===== src/sv/mcg_pkg.sv =====
// ----------------------------------------------------------------------------
// mcg_pkg: shared types and constants for the month calendar grid
// Request codes, the classified command word, queue status, the back-end
// state encoding, and small calendar lookup functions.
// ----------------------------------------------------------------------------
package mcg_pkg;

  localparam int YEAR_W  = 14;
  localparam int MONTH_W = 4;
  localparam int DAY_W   = 5;
  localparam int CELL_W  = 6;
  localparam int REQ_W   = 2;

  localparam logic [YEAR_W-1:0]  YEAR_MIN  = YEAR_W'(1);
  localparam logic [YEAR_W-1:0]  YEAR_MAX  = YEAR_W'(9999);
  localparam logic [MONTH_W-1:0] MONTH_JAN = MONTH_W'(1);
  localparam logic [MONTH_W-1:0] MONTH_FEB = MONTH_W'(2);
  localparam logic [MONTH_W-1:0] MONTH_DEC = MONTH_W'(12);
  localparam logic [DAY_W-1:0]   DAY_FIRST = DAY_W'(1);

  // Reciprocal constants: (y * 5243) >> 19 is y / 100 for y below 43699, and
  // (s * 9362) >> 16 is s / 7 or one less for the sums that occur here.
  localparam logic [12:0] DIV100_MUL   = 13'd5243;
  localparam int          DIV100_SHIFT = 19;
  localparam logic [13:0] DIV7_MUL     = 14'd9362;
  localparam int          DIV7_SHIFT   = 16;

  // Command queue between front and back.
  localparam int QUEUE_DEPTH = 2;
  localparam int QPTR_W      = (QUEUE_DEPTH > 1) ? $clog2(QUEUE_DEPTH) : 1;
  localparam int QCNT_W      = $clog2(QUEUE_DEPTH + 1);

  typedef enum logic [REQ_W-1:0] {
    REQ_PREV   = 2'd0,
    REQ_NEXT   = 2'd1,
    REQ_TODAY  = 2'd2,
    REQ_REDRAW = 2'd3
  } req_kind_t;

  typedef struct packed {
    req_kind_t           kind;
    logic [YEAR_W-1:0]   year;
    logic [MONTH_W-1:0]  month;
    logic [DAY_W-1:0]    day;
  } cmd_t;

  typedef struct packed {
    logic full;
    logic empty;
  } q_status_t;

  typedef enum logic [2:0] {
    ST_IDLE,
    ST_ADJ,
    ST_SUM,
    ST_MOD,
    ST_REM,
    ST_EMIT
  } back_state_t;

  // Days in a month, February taking the leap flag into account.
  function automatic logic [DAY_W-1:0] month_len(input logic [MONTH_W-1:0] month,
                                                 input logic leap);
    logic [DAY_W-1:0] len;
    begin
      case (month)
        4'd2:                      len = leap ? DAY_W'(29) : DAY_W'(28);
        4'd4, 4'd6, 4'd9, 4'd11:   len = DAY_W'(30);
        default:                   len = DAY_W'(31);
      endcase
      return len;
    end
  endfunction

  // floor(3 * (m + 1) / 5) for the shifted month range 3..14.
  function automatic logic [3:0] month_term(input logic [MONTH_W-1:0] m);
    logic [3:0] t;
    begin
      case (m)
        4'd3:         t = 4'd2;
        4'd4, 4'd5:   t = 4'd3;
        4'd6, 4'd7:   t = 4'd4;
        4'd8:         t = 4'd5;
        4'd9, 4'd10:  t = 4'd6;
        4'd11, 4'd12: t = 4'd7;
        4'd13:        t = 4'd8;
        4'd14:        t = 4'd9;
        default:      t = 4'd0;
      endcase
      return t;
    end
  endfunction

endpackage


===== src/sv/mcg_req_if.sv =====
// ----------------------------------------------------------------------------
// mcg_req_if: request channel
// Valid/ready channel carrying one calendar request word.
// ----------------------------------------------------------------------------
interface mcg_req_if;
  import mcg_pkg::*;

  logic               valid;
  logic               ready;
  logic [REQ_W-1:0]   req_type;
  logic [YEAR_W-1:0]  today_year;
  logic [MONTH_W-1:0] today_month;
  logic [DAY_W-1:0]   today_day;

  modport source (output valid, output req_type, output today_year,
                  output today_month, output today_day, input ready);
  modport sink   (input valid, input req_type, input today_year,
                  input today_month, input today_day, output ready);
endinterface


===== src/sv/mcg_day_if.sv =====
// ----------------------------------------------------------------------------
// mcg_day_if: day result channel
// Valid/ready channel carrying one laid-out day word.
// ----------------------------------------------------------------------------
interface mcg_day_if;
  import mcg_pkg::*;

  logic               valid;
  logic               ready;
  logic [CELL_W-1:0]  cell_index;
  logic [DAY_W-1:0]   day_number;
  logic               is_today;
  logic [YEAR_W-1:0]  view_year;
  logic [MONTH_W-1:0] view_month;
  logic               last;

  modport source (output valid, output cell_index, output day_number,
                  output is_today, output view_year, output view_month,
                  output last, input ready);
  modport sink   (input valid, input cell_index, input day_number,
                  input is_today, input view_year, input view_month,
                  input last, output ready);
endinterface


===== src/sv/mcg_front.sv =====
// ----------------------------------------------------------------------------
// mcg_front: request intake
// Accepts request words, decodes the request kind and clamps the supplied
// today date into range, then hands a command word to the queue.
// ----------------------------------------------------------------------------
module mcg_front (
  mcg_req_if.sink               in_req,
  input  mcg_pkg::q_status_t    q_status,
  output logic                  push,
  output mcg_pkg::cmd_t         push_cmd
);
  import mcg_pkg::*;

  logic [YEAR_W-1:0]  year_c;
  logic [MONTH_W-1:0] month_c;
  logic [DAY_W-1:0]   day_c;

  assign in_req.ready = !q_status.full;
  assign push         = in_req.valid && !q_status.full;

  always_comb begin
    year_c = in_req.today_year;
    if (year_c == '0) begin
      year_c = YEAR_MIN;
    end else if (year_c > YEAR_MAX) begin
      year_c = YEAR_MAX;
    end

    month_c = in_req.today_month;
    if (month_c == '0) begin
      month_c = MONTH_JAN;
    end else if (month_c > MONTH_DEC) begin
      month_c = MONTH_DEC;
    end

    day_c = in_req.today_day;
    if (day_c == '0) begin
      day_c = DAY_FIRST;
    end
  end

  always_comb begin
    push_cmd.kind  = req_kind_t'(in_req.req_type);
    push_cmd.year  = year_c;
    push_cmd.month = month_c;
    push_cmd.day   = day_c;
  end

endmodule


===== src/sv/mcg_queue.sv =====
// ----------------------------------------------------------------------------
// mcg_queue: command queue
// Short FIFO of command words between the intake and the layout engine.
// ----------------------------------------------------------------------------
module mcg_queue (
  input  logic                  clk,
  input  logic                  rst_n,
  input  logic                  push,
  input  mcg_pkg::cmd_t         push_cmd,
  input  logic                  pop,
  output mcg_pkg::cmd_t         pop_cmd,
  output mcg_pkg::q_status_t    q_status
);
  import mcg_pkg::*;

  cmd_t              entry_r [QUEUE_DEPTH];
  logic [QPTR_W-1:0] wr_ptr_r, wr_ptr_nxt;
  logic [QPTR_W-1:0] rd_ptr_r, rd_ptr_nxt;
  logic [QCNT_W-1:0] count_r, count_nxt;
  logic              do_push, do_pop;

  assign q_status.full  = (count_r == QCNT_W'(QUEUE_DEPTH));
  assign q_status.empty = (count_r == '0);
  assign do_push        = push && !q_status.full;
  assign do_pop         = pop && !q_status.empty;
  assign pop_cmd        = entry_r[rd_ptr_r];

  always_comb begin
    wr_ptr_nxt = wr_ptr_r;
    rd_ptr_nxt = rd_ptr_r;
    if (do_push) begin
      wr_ptr_nxt = (wr_ptr_r == QPTR_W'(QUEUE_DEPTH - 1)) ? '0 : wr_ptr_r + 1'b1;
    end
    if (do_pop) begin
      rd_ptr_nxt = (rd_ptr_r == QPTR_W'(QUEUE_DEPTH - 1)) ? '0 : rd_ptr_r + 1'b1;
    end
    unique case ({do_push, do_pop})
      2'b10:   count_nxt = count_r + 1'b1;
      2'b01:   count_nxt = count_r - 1'b1;
      default: count_nxt = count_r;
    endcase
  end

  always_ff @(posedge clk) begin
    if (!rst_n) begin
      wr_ptr_r <= '0;
      rd_ptr_r <= '0;
      count_r  <= '0;
    end else begin
      wr_ptr_r <= wr_ptr_nxt;
      rd_ptr_r <= rd_ptr_nxt;
      count_r  <= count_nxt;
    end
  end

  always_ff @(posedge clk) begin
    if (do_push) begin
      entry_r[wr_ptr_r] <= push_cmd;
    end
  end

endmodule


===== src/sv/mcg_back.sv =====
// ----------------------------------------------------------------------------
// mcg_back: month layout engine
// Applies each command to the shown month and the stored today date,
// computes the weekday of the 1st in setup states ST_ADJ to ST_REM, then emits
// one day word per cycle, while the output register is free or being taken.
// ----------------------------------------------------------------------------
module mcg_back (
  input  logic                  clk,
  input  logic                  rst_n,
  input  mcg_pkg::q_status_t    q_status,
  input  mcg_pkg::cmd_t         pop_cmd,
  output logic                  pop,
  mcg_day_if.source             out_day
);
  import mcg_pkg::*;

  back_state_t        state_r, state_nxt;

  logic [YEAR_W-1:0]  view_year_r, view_year_nxt;
  logic [MONTH_W-1:0] view_month_r, view_month_nxt;
  logic [YEAR_W-1:0]  saved_year_r, saved_year_nxt;
  logic [MONTH_W-1:0] saved_month_r, saved_month_nxt;
  logic [DAY_W-1:0]   saved_day_r, saved_day_nxt;

  logic [YEAR_W-1:0]  adj_year_r, adj_year_nxt;
  logic [MONTH_W-1:0] adj_month_r, adj_month_nxt;
  logic [26:0]        prod_adj_r, prod_adj_nxt;
  logic [26:0]        prod_view_r, prod_view_nxt;
  logic [14:0]        sum_r, sum_nxt;
  logic [DAY_W-1:0]   ndays_r, ndays_nxt;
  logic               same_r, same_nxt;
  logic [10:0]        q7_r, q7_nxt;
  logic [2:0]         off_r, off_nxt;
  logic [DAY_W-1:0]   day_r, day_nxt;

  logic               out_valid_r, out_valid_nxt;
  logic [CELL_W-1:0]  cell_r, cell_nxt;
  logic [DAY_W-1:0]   day_num_r, day_num_nxt;
  logic               today_r, today_nxt;
  logic [YEAR_W-1:0]  oyear_r, oyear_nxt;
  logic [MONTH_W-1:0] omonth_r, omonth_nxt;
  logic               last_r, last_nxt;

  logic               slot_free;
  logic               load;
  logic               final_day;
  logic [6:0]         q100_adj, q100_view;
  logic [YEAR_W-1:0]  rem100;
  logic               leap;
  logic [28:0]        prod7;
  logic [14:0]        rem7_wide;
  logic [3:0]         rem7;

  assign slot_free = !out_valid_r || out_day.ready;
  assign load      = (state_r == ST_EMIT) && slot_free;
  assign final_day = (day_r == ndays_r);
  assign pop       = (state_r == ST_IDLE) && !q_status.empty;

  assign q100_adj  = prod_adj_r[DIV100_SHIFT+6:DIV100_SHIFT];
  assign q100_view = prod_view_r[DIV100_SHIFT+6:DIV100_SHIFT];
  assign rem100    = view_year_r - YEAR_W'(YEAR_W'(q100_view) * YEAR_W'(100));
  assign leap      = ((view_year_r[1:0] == 2'b00) && (rem100 != '0)) ||
                     ((rem100 == '0) && (q100_view[1:0] == 2'b00));
  assign prod7     = 29'(sum_r) * 29'(DIV7_MUL);
  assign rem7_wide = sum_r - 15'(15'(q7_r) * 15'd7);
  assign rem7      = rem7_wide[3:0];

  // Next state.
  always_comb begin
    state_nxt = state_r;
    unique case (state_r)
      ST_IDLE: if (!q_status.empty) state_nxt = ST_ADJ;
      ST_ADJ:  state_nxt = ST_SUM;
      ST_SUM:  state_nxt = ST_MOD;
      ST_MOD:  state_nxt = ST_REM;
      ST_REM:  state_nxt = ST_EMIT;
      ST_EMIT: if (load && final_day) state_nxt = ST_IDLE;
      default: state_nxt = ST_IDLE;
    endcase
  end

  // Datapath and outputs.
  always_comb begin
    view_year_nxt   = view_year_r;
    view_month_nxt  = view_month_r;
    saved_year_nxt  = saved_year_r;
    saved_month_nxt = saved_month_r;
    saved_day_nxt   = saved_day_r;
    adj_year_nxt    = adj_year_r;
    adj_month_nxt   = adj_month_r;
    prod_adj_nxt    = prod_adj_r;
    prod_view_nxt   = prod_view_r;
    sum_nxt         = sum_r;
    ndays_nxt       = ndays_r;
    same_nxt        = same_r;
    q7_nxt          = q7_r;
    off_nxt         = off_r;
    day_nxt         = day_r;
    out_valid_nxt   = out_valid_r;
    cell_nxt        = cell_r;
    day_num_nxt     = day_num_r;
    today_nxt       = today_r;
    oyear_nxt       = oyear_r;
    omonth_nxt      = omonth_r;
    last_nxt        = last_r;

    if (out_valid_r && out_day.ready) begin
      out_valid_nxt = 1'b0;
    end

    unique case (state_r)
      ST_IDLE: begin
        if (pop) begin
          unique case (pop_cmd.kind)
            REQ_PREV: begin
              if (view_month_r <= MONTH_JAN) begin
                view_month_nxt = MONTH_DEC;
                if (view_year_r > YEAR_MIN) view_year_nxt = view_year_r - 1'b1;
              end else begin
                view_month_nxt = view_month_r - 1'b1;
              end
            end
            REQ_NEXT: begin
              if (view_month_r >= MONTH_DEC) begin
                if (view_year_r < YEAR_MAX) begin
                  view_month_nxt = MONTH_JAN;
                  view_year_nxt  = view_year_r + 1'b1;
                end
              end else begin
                view_month_nxt = view_month_r + 1'b1;
              end
            end
            REQ_TODAY: begin
              saved_year_nxt  = pop_cmd.year;
              saved_month_nxt = pop_cmd.month;
              saved_day_nxt   = pop_cmd.day;
              view_year_nxt   = pop_cmd.year;
              view_month_nxt  = pop_cmd.month;
            end
            REQ_REDRAW: begin
            end
            default: begin
            end
          endcase
        end
      end
      ST_ADJ: begin
        // January and February count as months 13 and 14 of the year before.
        if (view_month_r <= MONTH_FEB) begin
          adj_year_nxt  = view_year_r - 1'b1;
          adj_month_nxt = view_month_r + MONTH_W'(12);
        end else begin
          adj_year_nxt  = view_year_r;
          adj_month_nxt = view_month_r;
        end
        prod_adj_nxt  = 27'(adj_year_nxt) * 27'(DIV100_MUL);
        prod_view_nxt = 27'(view_year_r) * 27'(DIV100_MUL);
      end
      ST_SUM: begin
        sum_nxt = 15'd2 + 15'({adj_month_r, 1'b0}) + 15'(month_term(adj_month_r))
                + 15'(adj_year_r) + 15'(adj_year_r >> 2) - 15'(q100_adj)
                + 15'(q100_adj >> 2);
        ndays_nxt = month_len(view_month_r, leap);
        same_nxt  = (view_month_r == saved_month_r) && (view_year_r == saved_year_r);
      end
      ST_MOD: begin
        q7_nxt = prod7[DIV7_SHIFT+10:DIV7_SHIFT];
      end
      ST_REM: begin
        // The quotient estimate is exact or one short, so one subtract fixes it.
        off_nxt = (rem7 >= 4'd7) ? 3'(rem7 - 4'd7) : rem7[2:0];
        day_nxt = DAY_FIRST;
      end
      ST_EMIT: begin
        if (load) begin
          out_valid_nxt = 1'b1;
          cell_nxt      = CELL_W'(off_r) + CELL_W'(day_r) - CELL_W'(1);
          day_num_nxt   = day_r;
          today_nxt     = same_r && (day_r == saved_day_r);
          oyear_nxt     = view_year_r;
          omonth_nxt    = view_month_r;
          last_nxt      = final_day;
          day_nxt       = day_r + 1'b1;
        end
      end
      default: begin
      end
    endcase
  end

  always_ff @(posedge clk) begin
    if (!rst_n) begin
      state_r       <= ST_IDLE;
      view_year_r   <= YEAR_MIN;
      view_month_r  <= MONTH_JAN;
      saved_year_r  <= YEAR_MIN;
      saved_month_r <= MONTH_JAN;
      saved_day_r   <= DAY_FIRST;
      out_valid_r   <= 1'b0;
      day_r         <= DAY_FIRST;
    end else begin
      state_r       <= state_nxt;
      view_year_r   <= view_year_nxt;
      view_month_r  <= view_month_nxt;
      saved_year_r  <= saved_year_nxt;
      saved_month_r <= saved_month_nxt;
      saved_day_r   <= saved_day_nxt;
      out_valid_r   <= out_valid_nxt;
      day_r         <= day_nxt;
    end
  end

  always_ff @(posedge clk) begin
    adj_year_r  <= adj_year_nxt;
    adj_month_r <= adj_month_nxt;
    prod_adj_r  <= prod_adj_nxt;
    prod_view_r <= prod_view_nxt;
    sum_r       <= sum_nxt;
    ndays_r     <= ndays_nxt;
    same_r      <= same_nxt;
    q7_r        <= q7_nxt;
    off_r       <= off_nxt;
    cell_r      <= cell_nxt;
    day_num_r   <= day_num_nxt;
    today_r     <= today_nxt;
    oyear_r     <= oyear_nxt;
    omonth_r    <= omonth_nxt;
    last_r      <= last_nxt;
  end

  assign out_day.valid      = out_valid_r;
  assign out_day.cell_index = cell_r;
  assign out_day.day_number = day_num_r;
  assign out_day.is_today   = today_r;
  assign out_day.view_year  = oyear_r;
  assign out_day.view_month = omonth_r;
  assign out_day.last       = last_r;

  a_month_range: assert property (@(posedge clk) disable iff (!rst_n)
    (view_month_r >= MONTH_JAN) && (view_month_r <= MONTH_DEC))
    else $error("shown month left the range 1 to 12");

  a_day_bound: assert property (@(posedge clk) disable iff (!rst_n)
    (state_r == ST_EMIT) |-> ((day_r >= DAY_FIRST) && (day_r <= ndays_r)))
    else $error("day counter ran past the end of the month");

  a_weekday: assert property (@(posedge clk) disable iff (!rst_n)
    (state_r == ST_EMIT) |-> (off_r < 3'd7))
    else $error("weekday of the 1st out of range");

  a_last_ends_run: assert property (@(posedge clk) disable iff (!rst_n)
    (load && final_day) |=> (out_valid_r && last_r && (state_r == ST_IDLE)))
    else $error("final day word not flagged or run not closed");

  a_no_pop_busy: assert property (@(posedge clk) disable iff (!rst_n)
    (state_r != ST_IDLE) |-> !pop)
    else $error("command taken while a month is still being laid out");

endmodule


===== src/sv/month_calendar_grid_top.sv =====
// ----------------------------------------------------------------------------
// month_calendar_grid_top: month calendar grid
// Keeps a shown month and a stored today date and lays out one word per day.
// ----------------------------------------------------------------------------
// The layout engine takes each command through its weekday setup states and then
// emits the days of the month in turn; it takes no new command from the queue
// until the final day word of the month has been loaded.
// A two-entry command queue lets requests be taken while a month is emitted.
// Reset: synchronous, active low; shown month and today become January 1 of
// year 1, the queue empties and no day word is valid.
module month_calendar_grid_top (
  input  logic       clk,
  input  logic       rst_n,
  mcg_req_if.sink    in_req,
  mcg_day_if.source  out_day
);
  import mcg_pkg::*;

  q_status_t q_status;
  logic      push;
  cmd_t      push_cmd;
  logic      pop;
  cmd_t      pop_cmd;

  mcg_front u_front (
    .in_req   (in_req),
    .q_status (q_status),
    .push     (push),
    .push_cmd (push_cmd)
  );

  mcg_queue u_queue (
    .clk      (clk),
    .rst_n    (rst_n),
    .push     (push),
    .push_cmd (push_cmd),
    .pop      (pop),
    .pop_cmd  (pop_cmd),
    .q_status (q_status)
  );

  mcg_back u_back (
    .clk      (clk),
    .rst_n    (rst_n),
    .q_status (q_status),
    .pop_cmd  (pop_cmd),
    .pop      (pop),
    .out_day  (out_day)
  );

endmodule

===== src/flat_wrapper.sv =====
// flat-port wrapper written by rule: the top's interface ports become plain ports
module month_calendar_grid_top_flat import mcg_pkg::*;
  (clk, rst_n, in_req_valid, in_req_req_type, in_req_today_year, in_req_today_month, in_req_today_day, in_req_ready, out_day_valid, out_day_cell_index, out_day_day_number, out_day_is_today, out_day_view_year, out_day_view_month, out_day_last, out_day_ready);
  mcg_req_if in_req_i ();
  mcg_day_if out_day_i ();
  input  logic clk;
  input  logic rst_n;
  input wire logic [$bits(in_req_i.valid)-1:0] in_req_valid;
  input wire logic [$bits(in_req_i.req_type)-1:0] in_req_req_type;
  input wire logic [$bits(in_req_i.today_year)-1:0] in_req_today_year;
  input wire logic [$bits(in_req_i.today_month)-1:0] in_req_today_month;
  input wire logic [$bits(in_req_i.today_day)-1:0] in_req_today_day;
  output wire logic [$bits(in_req_i.ready)-1:0] in_req_ready;
  output wire logic [$bits(out_day_i.valid)-1:0] out_day_valid;
  output wire logic [$bits(out_day_i.cell_index)-1:0] out_day_cell_index;
  output wire logic [$bits(out_day_i.day_number)-1:0] out_day_day_number;
  output wire logic [$bits(out_day_i.is_today)-1:0] out_day_is_today;
  output wire logic [$bits(out_day_i.view_year)-1:0] out_day_view_year;
  output wire logic [$bits(out_day_i.view_month)-1:0] out_day_view_month;
  output wire logic [$bits(out_day_i.last)-1:0] out_day_last;
  input wire logic [$bits(out_day_i.ready)-1:0] out_day_ready;
  assign in_req_i.valid = in_req_valid;
  assign in_req_i.req_type = in_req_req_type;
  assign in_req_i.today_year = in_req_today_year;
  assign in_req_i.today_month = in_req_today_month;
  assign in_req_i.today_day = in_req_today_day;
  assign in_req_ready = in_req_i.ready;
  assign out_day_valid = out_day_i.valid;
  assign out_day_cell_index = out_day_i.cell_index;
  assign out_day_day_number = out_day_i.day_number;
  assign out_day_is_today = out_day_i.is_today;
  assign out_day_view_year = out_day_i.view_year;
  assign out_day_view_month = out_day_i.view_month;
  assign out_day_last = out_day_i.last;
  assign out_day_i.ready = out_day_ready;
  month_calendar_grid_top u_core (.clk(clk), .rst_n(rst_n), .in_req(in_req_i), .out_day(out_day_i));
endmodule

===== config.mk =====
export PLATFORM = sky130hd
export DESIGN_NAME = month_calendar_grid_top_flat
export DESIGN_NICKNAME = d
export VERILOG_FILES = /design/src/sv/mcg_pkg.sv /design/src/sv/mcg_req_if.sv /design/src/sv/mcg_day_if.sv /design/src/sv/mcg_front.sv /design/src/sv/mcg_queue.sv /design/src/sv/mcg_back.sv /design/src/sv/month_calendar_grid_top.sv /design/src/flat_wrapper.sv
export SDC_FILE = /design/constraint.sdc
export NUM_CORES = 1
export LEC_CHECK = 0
export ABC_CLOCK_PERIOD_IN_PS = 10750
export BUFFER_PORTS_ARGS = -buffer_cell sky130_fd_sc_hd__buf_2
export CORE_MARGIN = 3
export CORE_UTILIZATION = 25
export DETAILED_ROUTE_END_ITERATION = 8
export SYNTH_ARGS = -nofsm -noshare
export SYNTH_HDL_FRONTEND = slang
export SYNTH_SLANG_ARGS = --single-unit

===== constraint.sdc =====
create_clock -name clk -period 10.75 [get_ports clk]
set_clock_uncertainty 0.1 [all_clocks]
set_input_delay 1.075 -clock clk [delete_from_list [all_inputs] [get_ports clk]]
set_output_delay 1.075 -clock clk [all_outputs]
set_load 0.01 [all_outputs]

# Word level (Yosys, flattened, before mapping)
# Memory sizes are Yosys's and may differ from the RTL's. A register that Yosys moved wholly into a read port is not among the register bits.
# Index checks and enable logic that the tools add are counted.
dict set report totals {
  input_bits 29
  mem_bits_rw 50
  latchBits 0
  word_cells 162
  register_bits 190
  mem_count 2
  out_inout_bits 33
  romBits 64
}
dict set report classes {
  n_eq_ne 27
  shift 0
  n_lt_le_gt_ge 8
  n_addsub 21
  n_mux 37
  reduce_logical 36
  bitwise_logic 0
  mul 5
  div 0
}
# name words word_bits rd rd_ports_with_merged_regs write_ports line
set memory_table {}
lappend memory_table {{(no name shown)} 16 4 1 1 0 mcg_pkg.sv:79} ;# case (m)
lappend memory_table {u_core.u_queue.entry_r 2 25 1 1 1 mcg_queue.sv:16} ;# cmd_t entry_r [QUEUE_DEPTH];
# cell n
set ops {}
lappend ops {{14-bit 2-to-1 mux} 8}
lappend ops {{14-bit by 13-bit multiplier with 26-bit output (second input constant)} 2}
lappend ops {{14-bit one-hot mux with 3 select lines} 1}
lappend ops {{4-bit 2-to-1 mux} 8}
lappend ops {{14-bit zero test} 2}
lappend ops {{15-bit by 13-bit multiplier with 26-bit output (second input constant)} 1}
lappend ops {{3-bit one-hot mux with 6 select lines} 1}
lappend ops {{15-bit by 12-bit adder with 15-bit output} 1}
lappend ops {{15-bit by 5-bit adder with 15-bit output} 1}
lappend ops {{7-bit by 14-bit adder with 15-bit output} 1}
lappend ops {{15-bit by 7-bit subtractor with 15-bit output} 1}
lappend ops {{14-bit by 1-bit adder with 14-bit output (second input constant)} 1}
lappend ops {{14-bit == test} 1}
lappend ops {{14-bit by 1-bit greater-than comparator with 1-bit output (second input constant)} 1}
lappend ops {{14-bit greater-than comparator (second input constant)} 1}
lappend ops {{14-bit < comparator (second input constant)} 1}
lappend ops {{14-bit nonzero test} 1}
lappend ops {{14-bit by 1-bit subtractor with 14-bit output (second input constant)} 1}
lappend ops {{14-bit subtractor} 1}
lappend ops {{7-bit by 5-bit multiplier with 12-bit output (second input constant)} 1}
lappend ops {{2-bit inequality test (second input constant)} 6}
lappend ops {{4-bit one-hot mux with 3 select lines} 1}
lappend ops {{1-bit logical AND} 11}
lappend ops {{11-bit by 3-bit multiplier with 4-bit output (second input constant)} 1}
lappend ops {{other kinds (48)} 79}

# Longest topological paths before layout
# Gate-level depths: netlist of the first run.
dict set report logic_depth {
  ltp_word 7
  mapped_depth 27
}

# Hierarchy
# From an unflattened synthesis of the first run, not the netlist that was laid out.
dict set report hier_totals {
  hier_cells 1936
  area_unflattened_um2 19917.9
}
# mod n_inst seq_area_each_um2 cells_each area_each_um2
set modules_own_cells {}
lappend modules_own_cells {mcg_back 1 3723.6 1792 17606.9}
lappend modules_own_cells {mcg_queue 1 1601.5 104 2034.5}
lappend modules_own_cells {mcg_front 1 0.0 40 276.5}

# Least setup slack after synthesis of the first run
# Ideal clock, no wire load.
dict set report synth_path {
  path_kind {register -> register}
  from {register u_core.u_back.view_year_r[3]}
  to {register u_core.u_back.prod_adj_r[22] (data pin)}
  t_arrival_ps 6365
  path_stages_with_launch 26
  path_slack_ps 4026
  period_less_slack_ps 6724
  cell_sequence {dfxtp_1 > clkbuf_1 > inv_1 > ha_1 > inv_1 > o21ai_0 > a21o_1 > a21boi_0 > nand3_1 > xnor2_1 > inv_1 > fa_1 > inv_1 > ha_1 > fa_1 > fa_1 > inv_1 > fa_1 > inv_1 > ha_1 > a21o_1 > a211o_1 > o211ai_1 > a21oi_1 > nor3_1 > xnor2_1}
}
dict set report synth_between {
  elab_chain_len 4
}
# element line
set synth_lines {}
lappend synth_lines {{start: declaration} mcg_back.sv:19} ;# logic [YEAR_W-1:0] view_year_r, view_year_nxt;
lappend synth_lines {{start signal: assignment} mcg_back.sv:203} ;# view_year_r <= view_year_nxt;
lappend synth_lines {{14-bit by 1-bit subtractor with 14-bit output} mcg_back.sv:150} ;# adj_year_nxt = view_year_r - 1'b1;
lappend synth_lines {{14-bit 2-to-1 mux (*)} mcg_back.sv:149} ;# if (view_month_r <= MONTH_FEB) begin
lappend synth_lines {{14-bit 2-to-1 mux (*)} mcg_back.sv:111} ;# unique case (state_r)
lappend synth_lines {{14-bit by 13-bit multiplier with 26-bit output (*)} mcg_back.sv:156} ;# prod_adj_nxt = 27'(adj_year_nxt) * 27'(DIV100_MUL);
lappend synth_lines {{end signal: assignment} mcg_back.sv:216} ;# prod_adj_r <= prod_adj_nxt;
lappend synth_lines {{end: declaration} mcg_back.sv:27} ;# logic [26:0] prod_adj_r, prod_adj_nxt;
# Every way passes the cells marked *; elsewhere a longest branch is shown, timed or not. The select of a mux whose other input is x is not followed.
# A chain may end at the register's enable or synchronous reset.

# Worst setup path in the final report of the first run
dict set report layout_path {
  from {register u_core.u_back.view_year_r[3]}
  to {register u_core.u_back.prod_adj_r[24] (data pin)}
}
# Same word-level chain as after synthesis.

==> results.md, run 1 <==
- Slowest Stage Delay on Critical Path: 0.76 ns
- Final Slew Violations: 0
- PortBufs: 61
- Worst slew pin tran: 1.08 ns
- WHS: 0.373 ns
- Die Y-Extent: 289 um
- Clock Sinks: 197
- Syn Inst Count: 1,946
- Area after DPL: 0.0216 mm2
- Clk Latency, worst-skew pair: 0.45 ns
- Arr. time, crit path: 7.73 ns
- Vias in the first global route: 13.5k
- Layout Nets: 2,574
- Grt total ovfl: 0
- Final Setup Violations: 0
- Share of cells above drive strength 1: 0.0695
- Row cnt: 103
- PnR worst setup slack: 3.13 ns
- Post-CTS sizing: 0
- DRC viols: 0
- Horiz. Die Dim: 289 um
- Iteration-0 DRC Markers: 682
- Finished Cell Area: 0.0222 mm2
- Starting Density: 0.253
- Deepest clock path buffer count: 2
- Syn_nets: 2,519
- Die area: 0.0834 mm2
- Tmin final: 7.62 ns
- Area delta synth->final: 11.2%
- Largest net degree at the start of global routing: 46
- Root buf cell: clkbuf_16
- Vias per cell: 4.37
- Num ports: 62
- Startpoint Class: register
- Fmax: 0.131 GHz
- Vias: 13.4k
- RSZ-0062 raised after global routing: no
- Ys flop type: edfxtp_1
- # diodes: 0
- Initial antenna violation count: 1
- Library cells used by synthesis: 73
- #FFs+latches synth: 197
- H-Tree Depth: 4
- Drt pass-1 iters: 5
- Syn_area_per_cell: 10.3 um2
- Sequential share of the synthesized area: 0.266
- Wire per inst: 14.9 um
- Worst setup EP type: register
- Core area: 0.0791 mm2
- Global Route Usage Sum: 0.111
- Detailed Route WL: 45,700 um
- First-pass GRT wire length: 73,000 um
- # Post-CTS Setup Buffers: 0
- Final Hold Fails: 0
- CP most frequent cell: inv_1
- Kind of critical path: reg2reg
- Setup Total Neg Slack: 0 ns
- Status: complete, no violations
- Total CTS buffers: 17
- Cell-by-cell trace of the critical path: inv_1, ha_1, inv_1, o21ai_0, a21o_1, a21boi_0, nand2_1, xnor2_1, inv_1, ha_1, fa_1, fa_1, inv_1, fa_1, fa_1, inv_1, ha_1, nand2_1, o211ai_1, a211o_1, a211oi_1, o21ai_0, a21oi_1, xnor2_1
- Worst rel slew slack: 0.273
- Worst slack, placed: 3.05 ns
- Detailed Place HPWL: 37,700 um
- Critical Path RT: 10.86 ns
- CTS clk-pin slew, worst paths: 0.08 ns
- Ys Warns: 0
- Antenna-violating nets left: 0
- Post-synth EDFFs: 138
- Worst-path fanout max: 14
- Placer Congestion: 0.868
- Mapped cell area: 0.0200 mm2
- Hold crit path type: reg2reg
- Post-synth ARST share: 0
- Slowest stage cell on the critical path: dfxtp_1
- Tcrit/Tclk final: 0.709
- # hold bufs at CTS: 0
- Max Cap Violations: 0
- CTS tree: yes
==> synth_stat cells, drive strengths merged (4+ instances only) <==
cell,n,share of area
o31ai,11,0.0041
fa,171,0.17
edfxtp,138,0.21
a211o,4,0.0018
o311ai,4,0.0018
or3,6,0.0019
nor4,11,0.0038
xnor2,85,0.037
a211oi,23,0.0086
o211ai,15,0.0056
a21o,22,0.0083
xor2,34,0.015
o21a,7,0.0026
o221ai,7,0.0031
mux2,8,0.0045
inv,409,0.077
and3,13,0.0043
dfxtp,59,0.059
nand2,71,0.013
nor3,21,0.0053
a31o,5,0.0022
a31oi,9,0.0028
nand4,11,0.0034
or4,4,0.0015
nand2b,20,0.0063
nor2b,17,0.0053
nor2,81,0.015
o21ai,47,0.012
a21boi,5,0.0019
mux2i,27,0.014
ha,373,0.23
a21oi,64,0.016
nand3,42,0.011
a2111oi,4,0.0018
clkbuf,46,0.0086
and2,11,0.0034
==> worst max-delay path, delay by kind of cell (launching register included) <==
family	cells	cell delay, ns
compound gates	8	2.02
buf+inv	5	0.69
xor+xnor	2	0.63
fa+ha+maj	7	3.00
simple gates	2	0.19
flops	1	0.76
==> layout make-up <==
class                   instances  area (um2)
fillers                      8282       56900
multi-input cells            1293       13000
flip-flops and latches        197        5330
inverters                     409        1540
well taps                    1050        1310
repair buffers                 83         470
clock buffers                  18         429
clock inverters                13         186
==> final timing paths <==
kind | start | endpoint | slack, ns | cells past startpoint
hold / removal | u_core.u_back.saved_month_r[3]$_SDFFE_PN0P_ | u_core.u_back.saved_month_r[3]$_SDFFE_PN0P_ | 0.37 | 2
setup / recovery | u_core.u_back.view_year_r[3]$_SDFFE_PN0P_ | u_core.u_back.prod_adj_r[24]$_DFFE_PP_ | 3.13 | 24
setup reg to reg | u_core.u_back.view_year_r[3]$_SDFFE_PN0P_ | u_core.u_back.prod_adj_r[24]$_DFFE_PP_ | 3.13 | 24
hold reg to reg | u_core.u_back.saved_month_r[3]$_SDFFE_PN0P_ | u_core.u_back.saved_month_r[3]$_SDFFE_PN0P_ | 0.37 | 2
==> cell families after synthesis <==
| logic type | share of synthesized area |
|---|---|
| fa+ha+maj | 0.405 |
| xor+xnor | 0.0521 |
| flops | 0.266 |
| buf+inv | 0.0856 |
| mux | 0.0180 |
| compound gates | 0.0912 |
| simple gates | 0.0822 |
==> stage by stage <==
| stage | util | instances |
|---|---|---|
| final | 0.281 | 3063 |
| after global routing | 0.281 | 3063 |
| after CTS | 0.281 | 3063 |
| after detailed placement | 0.273 | 3032 |
| after global placement | 0.273 | 3032 |
| after floorplan | - | 1946 |
==> state kept, by name, indices dropped and copies added, names as in the netlist, 5 cells and up, named ones only <==
register,count
u_core.u_back.saved_year_r,14
u_core.u_back.view_year_r,14
u_core.u_back.day_r,5
u_core.u_back.sum_r,15
u_core.u_back.prod_adj_r,7
u_core.u_back.saved_day_r,5
u_core.u_back.out_day.day_number,5
u_core.u_back.prod_view_r,7
u_core.u_back.adj_year_r,14
u_core.u_queue.entry_r,50
u_core.u_back.out_day.cell_index,6
u_core.u_back.out_day.view_year,14
==> metal layers <==
metal	part of all wire	track usage
met3	0.036	0.0144
met2	0.50	0.198
met1	0.44	0.141
met5	0	0
met4	0.018	0.0295
==> placed cells by master (no fill, tap or decap), types with 5 or more instances in the layout <==
cell       netlist  routed
nand4_1         11      11
a21o_1          22      22
xnor2_1         85      85
inv_1          407     407
clkbuf_16        0      17
o31ai_1         11      11
o21a_1           7       7
nor2_1          81      79
nand2b_1        20      20
ha_1           373     373
or3_1            6       6
mux2i_1         27      27
nor4_1          10      10
dfxtp_1         59      59
mux2_2           8       8
inv_6            0       6
a211oi_1        23      23
a21oi_1         64      64
nand2_1         71      71
buf_4            0      22
fa_1           171     171
nor2b_1         17      17
o211ai_1        15      15
xor2_1          34      34
edfxtp_1       138     138
nor3_1          21      21
o21ai_0         47      47
and2_1          10      10
a31oi_1          9       9
nand3_1         42      42
buf_2            0      61
and3_1          12      12
o221ai_1         7       7
a31o_2           5       5
Power of run 1 is left out: the tool's default activity adds up to more than one toggle a clock period on the data nets, which glitch-free logic cannot reach.
==> inputs of run 2 (changes only) <==
- ABC_AREA: not set -> 1
- ABC_CLOCK_PERIOD_IN_PS: 10750 -> 8000
- clock period: 10.75 -> 8 ns (I/O delays scaled with it)
==> run 2 against run 1 <==
Critical path depth increased by 3. Final cell count increased by 19%. First-iteration DRC count increased by 55%. Sequential share of layout area decreased by 1.3 points. Final area increased by 5.8%. Non-clock buffer count unchanged. Core utilization about the same. Highest routed layer is now met5.
==> results.md, run 2 <==
- Worst-path fanout max: 11 (was 14)
- Critical Path RT: 8.15 ns (was 10.86 ns)
- Iteration-0 DRC Markers: 1,058 (was 682)
- Worst slew pin tran: 1.17 ns (was 1.08 ns)
- #FFs+latches synth: 197 (unchanged)
- Area delta synth->final: 11.0% (was 11.2%)
- First-pass GRT wire length: 83,400 um (was 73,000 um)
- Reg area: 0.00533 mm2 (unchanged)
- Max Cap Violations: 0 (unchanged)
- Antenna-violating nets left: 0 (unchanged)
- Die Y-Extent: 297 um (was 289 um)
- Reg2reg start: u_core.u_back.view_year_r[2]$_SDFFE_PN0P_ (was u_core.u_back.view_year_r[3]$_SDFFE_PN0P_)
- Vias: 15.8k (was 13.4k)
- # hold bufs at CTS: 0 (unchanged)
- Capture point of the worst reg-to-reg path: u_core.u_back.prod_adj_r[25]$_DFFE_PP_ (was u_core.u_back.prod_adj_r[24]$_DFFE_PP_)
- Clock Sinks: 197 (unchanged)
- Share of cells above drive strength 1: 0.0679 (was 0.0695)
- Largest net degree at the start of global routing: 40 (was 46)
- Tmin final: 6.62 ns (was 7.62 ns)
- Sequential share of the synthesized area: 0.251 (was 0.266)
- Finished Cell Area: 0.0235 mm2 (was 0.0222 mm2)
- Detailed Route WL: 51,700 um (was 45,700 um)
- Area leader, netlist: ha_1 (unchanged)
- Hold crit path type: reg2reg (unchanged)
- End point of the critical path: u_core.u_back.prod_adj_r[25]$_DFFE_PP_ (was u_core.u_back.prod_adj_r[24]$_DFFE_PP_)
- Status: complete, no violations (unchanged)
- Crit path from: u_core.u_back.view_year_r[2]$_SDFFE_PN0P_ (was u_core.u_back.view_year_r[3]$_SDFFE_PN0P_)
- Syn_area_per_cell: 8.76 um2 (was 10.3 um2)
- CTS tree: yes (unchanged)
- Tcrit/Tclk final: 0.828 (was 0.709)
- Syn Inst Count: 2,420 (was 1,946)
- Detailed Place HPWL: 43,000 um (was 37,700 um)
- Total CTS buffers: 17 (unchanged)
- Arr. time, crit path: 6.77 ns (was 7.73 ns)
- Placed instance count: 3,605 (was 3,032)
- DRC viols: 0 (unchanged)
- Startpoint Class: register (unchanged)
- Number of cells on the worst reg-to-reg path: 27 (was 24)
- Post-synth top area share: 0.220 (was 0.233)
- Commonest cells in the netlist: inv_1 (543), nand2_1 (420), ha_1 (373) (was inv_1 (407), ha_1 (373), fa_1 (171))
- Grt total ovfl: 0 (unchanged)
- RSZ-0062 raised after global routing: no (unchanged)
- Largest regs: u_core.u_queue.entry_r: 50 flops, u_core.u_back.sum_r: 15 flops (unchanged)
- H-Tree Depth: 4 (unchanged)
- Fmax: 0.151 GHz (was 0.131 GHz)
- Vias in the first global route: 15.5k (was 13.5k)
- PortBufs: 61 (unchanged)
- Root buf cell: clkbuf_16 (unchanged)
- Most common cell after layout, fill and taps aside: inv_1 (unchanged)
- Filler Cell Count: 9,067 (was 8,282)
- Initial antenna violation count: 1 (unchanged)
- # Post-CTS Setup Buffers: 0 (unchanged)
- Post-synth EDFFs: 138 (unchanged)
- Area after DPL: 0.0229 mm2 (was 0.0216 mm2)
- Largest register FFs: 50 (unchanged)
- WHS: 0.364 ns (was 0.373 ns)
- Global Route Usage Sum: 0.119 (was 0.111)
- Die area: 0.0883 mm2 (was 0.0834 mm2)
- Post-Layout Cell Count: 3,638 (was 3,063)
- Post-CTS sizing: 0 (unchanged)
- Wire per inst: 14.2 um (was 14.9 um)
- Row cnt: 106 (was 103)
- Num ports: 62 (unchanged)
- Ys Warns: 0 (unchanged)
- Post-synth ARST share: 0 (unchanged)
- Final Setup Violations: 0 (unchanged)
- Final Slew Violations: 0 (unchanged)
- Horiz. Die Dim: 297 um (was 289 um)
- Placer Congestion: 0.906 (was 0.868)
- Synth top area cells: ha_1 (22%), edfxtp_1 (20%), fa_1 (16%) (was ha_1 (23%), edfxtp_1 (21%), fa_1 (17%))
- R2R Setup Slk: 1.38 ns (was 3.13 ns)
- Biggest register: u_core.u_queue.entry_r (unchanged)
- Most frequent cell after synthesis: inv_1 (unchanged)
- Layout Nets: 3,063 (was 2,574)
- CTS clk-pin slew, worst paths: 0.08 ns (about the same)
- Vias per cell: 4.33 (was 4.37)
- Deepest clock path buffer count: 2 (unchanged)
- Worst rel slew slack: 0.200 (was 0.273)
- Clk Latency, worst-skew pair: 0.49 ns (was 0.45 ns)
- Drt pass-1 iters: 5 (unchanged)
- Ys flop type: edfxtp_1 (unchanged)
- Commonest cells after routing, fill and taps aside: inv_1 (543), nand2_1 (420), ha_1 (373) (was inv_1 (407), ha_1 (373), fa_1 (171))
- Syn_nets: 2,993 (was 2,519)
- Kind of critical path: reg2reg (unchanged)
- Mapped cell area: 0.0212 mm2 (was 0.0200 mm2)
- Library cells used by synthesis: 66 (was 73)
- Core area: 0.0838 mm2 (was 0.0791 mm2)
- Starting Density: 0.253 (about the same)
- Setup Total Neg Slack: 0 ns (unchanged)
- Worst setup EP type: register (unchanged)
- Final Hold Fails: 0 (unchanged)
- Multi-input gate area: 0.0136 mm2 (was 0.0130 mm2)
## run 2: cell types whose count changed after synthesis, sizes merged, moves of 42 or more
cell,delta
nand3,+60
xnor2,-61
a21oi,+42
o21ai,+50
nand2,+354
inv,+144
nor2,+43
## run 2: per-layer routing
metal / vias to the layer above / wire [um] / track usage
met2: 352 / 21700 / 0.178
li1: 7916 / - / -
met3: 48 / 3520 / 0.0277
met5: - / 13 / 0
met1: 7438 / 25600 / 0.172
met4: 2 / 854 / 0.0313
## run 2: how the worst min path moves through the flow
stage	start	to	slack, ns	cells past startpoint
6_report	u_core.u_queue.rd_ptr_r$_SDFFE_PN0P_	u_core.u_queue.rd_ptr_r$_SDFFE_PN0P_	0.36	1
5_1_grt	in_req_req_type[0]	u_core.u_queue.entry_r[1][23]$_DFFE_PP_	0.38	1
4_1_cts	u_core.u_queue.rd_ptr_r$_SDFFE_PN0P_	u_core.u_queue.rd_ptr_r$_SDFFE_PN0P_	0.36	1
3_5_place_dp	u_core.u_queue.rd_ptr_r$_SDFFE_PN0P_	u_core.u_queue.rd_ptr_r$_SDFFE_PN0P_	0.35	1
3_3_place_gp	u_core.u_queue.rd_ptr_r$_SDFFE_PN0P_	u_core.u_queue.rd_ptr_r$_SDFFE_PN0P_	0.34	1
2_1_floorplan	u_core.u_queue.rd_ptr_r$_SDFFE_PN0P_	register	0.33	1
## run 2: critical path, stage by stage (launching register included)
cell and delay [ns]:
dfxtp_1 0.54, inv_1 0.37, ha_1 0.34, nand2_1 0.07, nand2_1 0.11, nand3_1 0.11, nand3_1 0.12, xor2_1 0.19
or2_2 0.30, o21ai_2 0.22, inv_1 0.17, fa_1 0.54, inv_1 0.04, ha_1 0.30, fa_1 0.47, fa_1 0.55
inv_1 0.06, fa_1 0.53, inv_1 0.05, ha_1 0.32, nand2_1 0.10, nor2_1 0.11, inv_1 0.06, nor4_1 0.25
nand2_1 0.10, nand3_1 0.13, nand3b_1 0.12, nand2_1 0.05
## run 2: cells by family (layout without fill, tap and decap cells)
kind of cell    Yosys count  after routing  share of synthesized area
compound gates          277            277                     0.0784
xor+xnor                 74             74                     0.0306
fa+ha+maj               544            544                      0.382
buf+inv                 587            670                      0.107
flops                   197            197                      0.251
mux                       4              4                    0.00189
other cells               0              1                          0
simple gates            737            737                      0.150
## run 2: stage by stage
step | util | worst slack [ns]
after floorplan | - | 2.00
after global placement | 0.274 | 1.49
after detailed placement | 0.274 | 1.37
after CTS | 0.281 | 1.38
after global routing | 0.281 | 0.930
final | 0.281 | 1.38
## run 2: cell type report
cell class                      count  share of cell area
Multi-Input combinational cell   1636               0.579
Sequential cell                   197               0.226
Inverter                          555              0.0890
Tap cell                         1134              0.0603
Timing Repair Buffer               83              0.0200
Clock buffer                       18              0.0182
Clock inverter                     14             0.00675
Antenna cell                        1            0.000106
Power of run 2 is left out for the same reason.
==> inputs of run 3 (changes only) <==
- ABC_CLOCK_PERIOD_IN_PS: 8000 -> 6800
- clock period: 8 -> 6.8 ns (I/O delays scaled with it)
==> run 3 against run 2 <==
Die area is the same. Final cell count grew 0.41%. Register-to-register slack worse by 0.86 ns. Fmax increased by 5.4%. Non-clock buffer count up 16. Final area grew 0.61%. First-iteration DRC count shrank 2.6%. Via count rose by 0.45%. Count of clock-buffer cells in the layout down 1. Sequential share of layout area shrank 0.13 points. Critical path depth down 2.
==> results.md, run 3 (synthesis results as in run 2) <==
- Core area: 0.0838 mm2 (unchanged)
- Fmax: 0.159 GHz (was 0.151 GHz)
- Grt total ovfl: 0 (unchanged)
- Vias in the first global route: 15.6k (was 15.5k)
- Placed instance count: 3,619 (was 3,605)
- H-Tree Depth: 4 (unchanged)
- First-pass GRT wire length: 83,600 um (was 83,400 um)
- RSZ-0062 raised after global routing: no (unchanged)
- Endpoint, Worst Hold: u_core.u_queue.entry_r[0][23]$_DFFE_PP_ (was u_core.u_queue.rd_ptr_r$_SDFFE_PN0P_)
- Number of cells on the worst reg-to-reg path: 25 (was 27)
- Detailed Place HPWL: 43,200 um (was 43,000 um)
- Slowest stage cell on the critical path: fa_1 (unchanged)
- Routed wl met2: 21,700 um (about the same)
- Tmin final: 6.29 ns (was 6.62 ns)
- Initial antenna violation count: 2 (was 1)
- Setup Total Neg Slack: 0 ns (unchanged)
- Final Hold Fails: 0 (unchanged)
- Clk Latency, worst-skew pair: 0.49 ns (about the same)
- Horiz. Die Dim: 297 um (unchanged)
- Worst Hold Launch: in_req_req_type[0] (was u_core.u_queue.rd_ptr_r$_SDFFE_PN0P_)
- Largest regs: u_core.u_queue.entry_r: 50 flops, u_core.u_back.sum_r: 15 flops (unchanged)
- Vias per cell: 4.33 (about the same)
- Reg2reg start: u_core.u_back.view_month_r[3]$_SDFFE_PN0P_ (was u_core.u_back.view_year_r[2]$_SDFFE_PN0P_)
- Post-Layout Cell Count: 3,653 (was 3,638)
- Filler Cell Count: 8,986 (was 9,067)
- Status: complete, no violations (unchanged)
- Largest register FFs: 50 (unchanged)
- Vias: 15.8k (about the same)
- Slowest Stage Delay on Critical Path: 0.55 ns (about the same)
- R2R Setup Slk: 0.51 ns (was 1.38 ns)
- Layout Nets: 3,079 (was 3,063)
- Iteration-0 DRC Markers: 1,030 (was 1,058)
- CTS tree: yes (unchanged)
- Die Y-Extent: 297 um (unchanged)
- Top layer in use: met5 (unchanged)
- Tcrit/Tclk final: 0.924 (was 0.828)
- Worst setup EP type: register (unchanged)
- Area delta synth->final: 11.7% (was 11.0%)
- Worst slew pin tran: 1.11 ns (was 1.17 ns)
- # diodes: 0 (was 1)
- WL met1: 25,100 um (was 25,600 um)
- Antenna-violating nets left: 0 (unchanged)
- Clock Sinks: 197 (unchanged)
- Met3 WL: 3560 um (was 3520 um)
- Drt pass-1 iters: 6 (was 5)
- Starting Density: 0.253 (unchanged)
- Die area: 0.0883 mm2 (unchanged)
- Final Slew Violations: 0 (unchanged)
- DRC viols: 0 (unchanged)
- Max Cap Violations: 0 (unchanged)
- Arr. time, crit path: 6.43 ns (was 6.77 ns)
- Num ports: 62 (unchanged)
- Share of cells above drive strength 1: 0.0750 (was 0.0679)
- Worst-path fanout max: 23 (was 11)
- Startpoint Class: register (unchanged)
- Hold depth: 1 (unchanged)
- Critical Path RT: 6.95 ns (was 8.15 ns)
- PortBufs: 61 (unchanged)
- Final Setup Violations: 0 (unchanged)
- Root buf cell: clkbuf_16 (unchanged)
- Capture point of the worst reg-to-reg path: u_core.u_back.prod_adj_r[23]$_DFFE_PP_ (was u_core.u_back.prod_adj_r[25]$_DFFE_PP_)
- Largest net degree at the start of global routing: 40 (unchanged)
- Total CTS buffers: 17 (unchanged)
- Global Route Usage Sum: 0.119 (about the same)
- Biggest register: u_core.u_queue.entry_r (unchanged)
- Placer Congestion: 0.916 (was 0.906)
- Worst rel slew slack: 0.258 (was 0.200)
- Wire per inst: 14.0 um (was 14.2 um)
- Deepest clock path buffer count: 2 (unchanged)
- Row cnt: 106 (unchanged)
- Hold crit path type: in2reg (was reg2reg)
- Detailed Route WL: 51,300 um (was 51,700 um)
- # hold bufs at CTS: 0 (unchanged)
- Commonest cells after routing, fill and taps aside: inv_1 (542), nand2_1 (420), ha_1 (373) (was inv_1 (543), nand2_1 (420), ha_1 (373))
- Kind of critical path: reg2reg (unchanged)
- CTS clk-pin slew, worst paths: 0.08 ns (about the same)
- Most common cell after layout, fill and taps aside: inv_1 (unchanged)
- CP most frequent cell: inv_1 (unchanged)
==> run 3: cell types whose count changed in the layout (fill, tap and decap cells not counted), moves of 2 or more <==
cell,delta
clkinv_4,-2
clkinvlp_4,+2
inv_8,+3
buf_4,+16
inv_6,-2
==> run 3: how the worst max path moves through the flow <==
stage | start | end | slack (ns)
after CTS | u_core.u_back.view_year_r[1]$_SDFFE_PN0P_ | u_core.u_back.prod_adj_r[25]$_DFFE_PP_ | 0.42
after detailed placement | u_core.u_back.view_year_r[1]$_SDFFE_PN0P_ | u_core.u_back.prod_adj_r[25]$_DFFE_PP_ | 0.44
final | u_core.u_back.view_month_r[3]$_SDFFE_PN0P_ | u_core.u_back.prod_adj_r[23]$_DFFE_PP_ | 0.51
after floorplan | u_core.u_back.view_year_r[8]$_SDFFE_PN0P_ | u_core.u_back.prod_adj_r[25]$_DFFE_PP_ | 0.80
after global placement | u_core.u_back.view_year_r[1]$_SDFFE_PN0P_ | u_core.u_back.prod_adj_r[25]$_DFFE_PP_ | 0.52
after global routing | u_core.u_back.view_month_r[3]$_SDFFE_PN0P_ | u_core.u_back.prod_adj_r[25]$_DFFE_PP_ | 0.1
==> run 3: layout make-up <==
| cell class | count | area, um2 | area share |
|---|---|---|---|
| repair buffers | 99 | 591 | 0.0249 |
| well taps | 1134 | 1420 | 0.0599 |
| flip-flops and latches | 197 | 5330 | 0.225 |
| inverters | 555 | 2100 | 0.0886 |
| clock buffers | 17 | 425 | 0.0180 |
| clock inverters | 15 | 184 | 0.00777 |
| multi-input cells | 1636 | 13600 | 0.576 |
==> run 3: what timing repair did <==
item | in CTS | in global routing
setup buffers | 0 | 2
setup endpoints to repair | 0 | 2
gates resized for setup | 0 | 2
==> run 3: metrics by stage <==
step | hold WS, ns | utilization | setup WS, ns | instance area [um2]
after global placement | 0.332 | 0.275 | 0.523 | 23000
after detailed placement | 0.344 | 0.275 | 0.443 | 23000
final | 0.287 | 0.282 | 0.514 | 23700
after CTS | 0.260 | 0.282 | 0.419 | 23700
after global routing | 0.268 | 0.282 | 0.0985 | 23700
after floorplan | 0.325 | - | 0.802 | 21200
==> run 3: critical path, delay by kind of cell, from the launching register on <==
family          cells  cell delay (ns)
buf+inv             8             0.87
simple gates        8             1.44
fa+ha+maj           7             3.04
compound gates      2             0.30
flops               1             0.30
==> run 3: metal layers <==
layer,vias to the layer above,GRT usage
li1,7942,-
met1,7454,0.169
met2,370,0.179
met3,59,0.0285
met4,2,0.0321
met5,-,0
Power of run 3 is left out for the same reason.
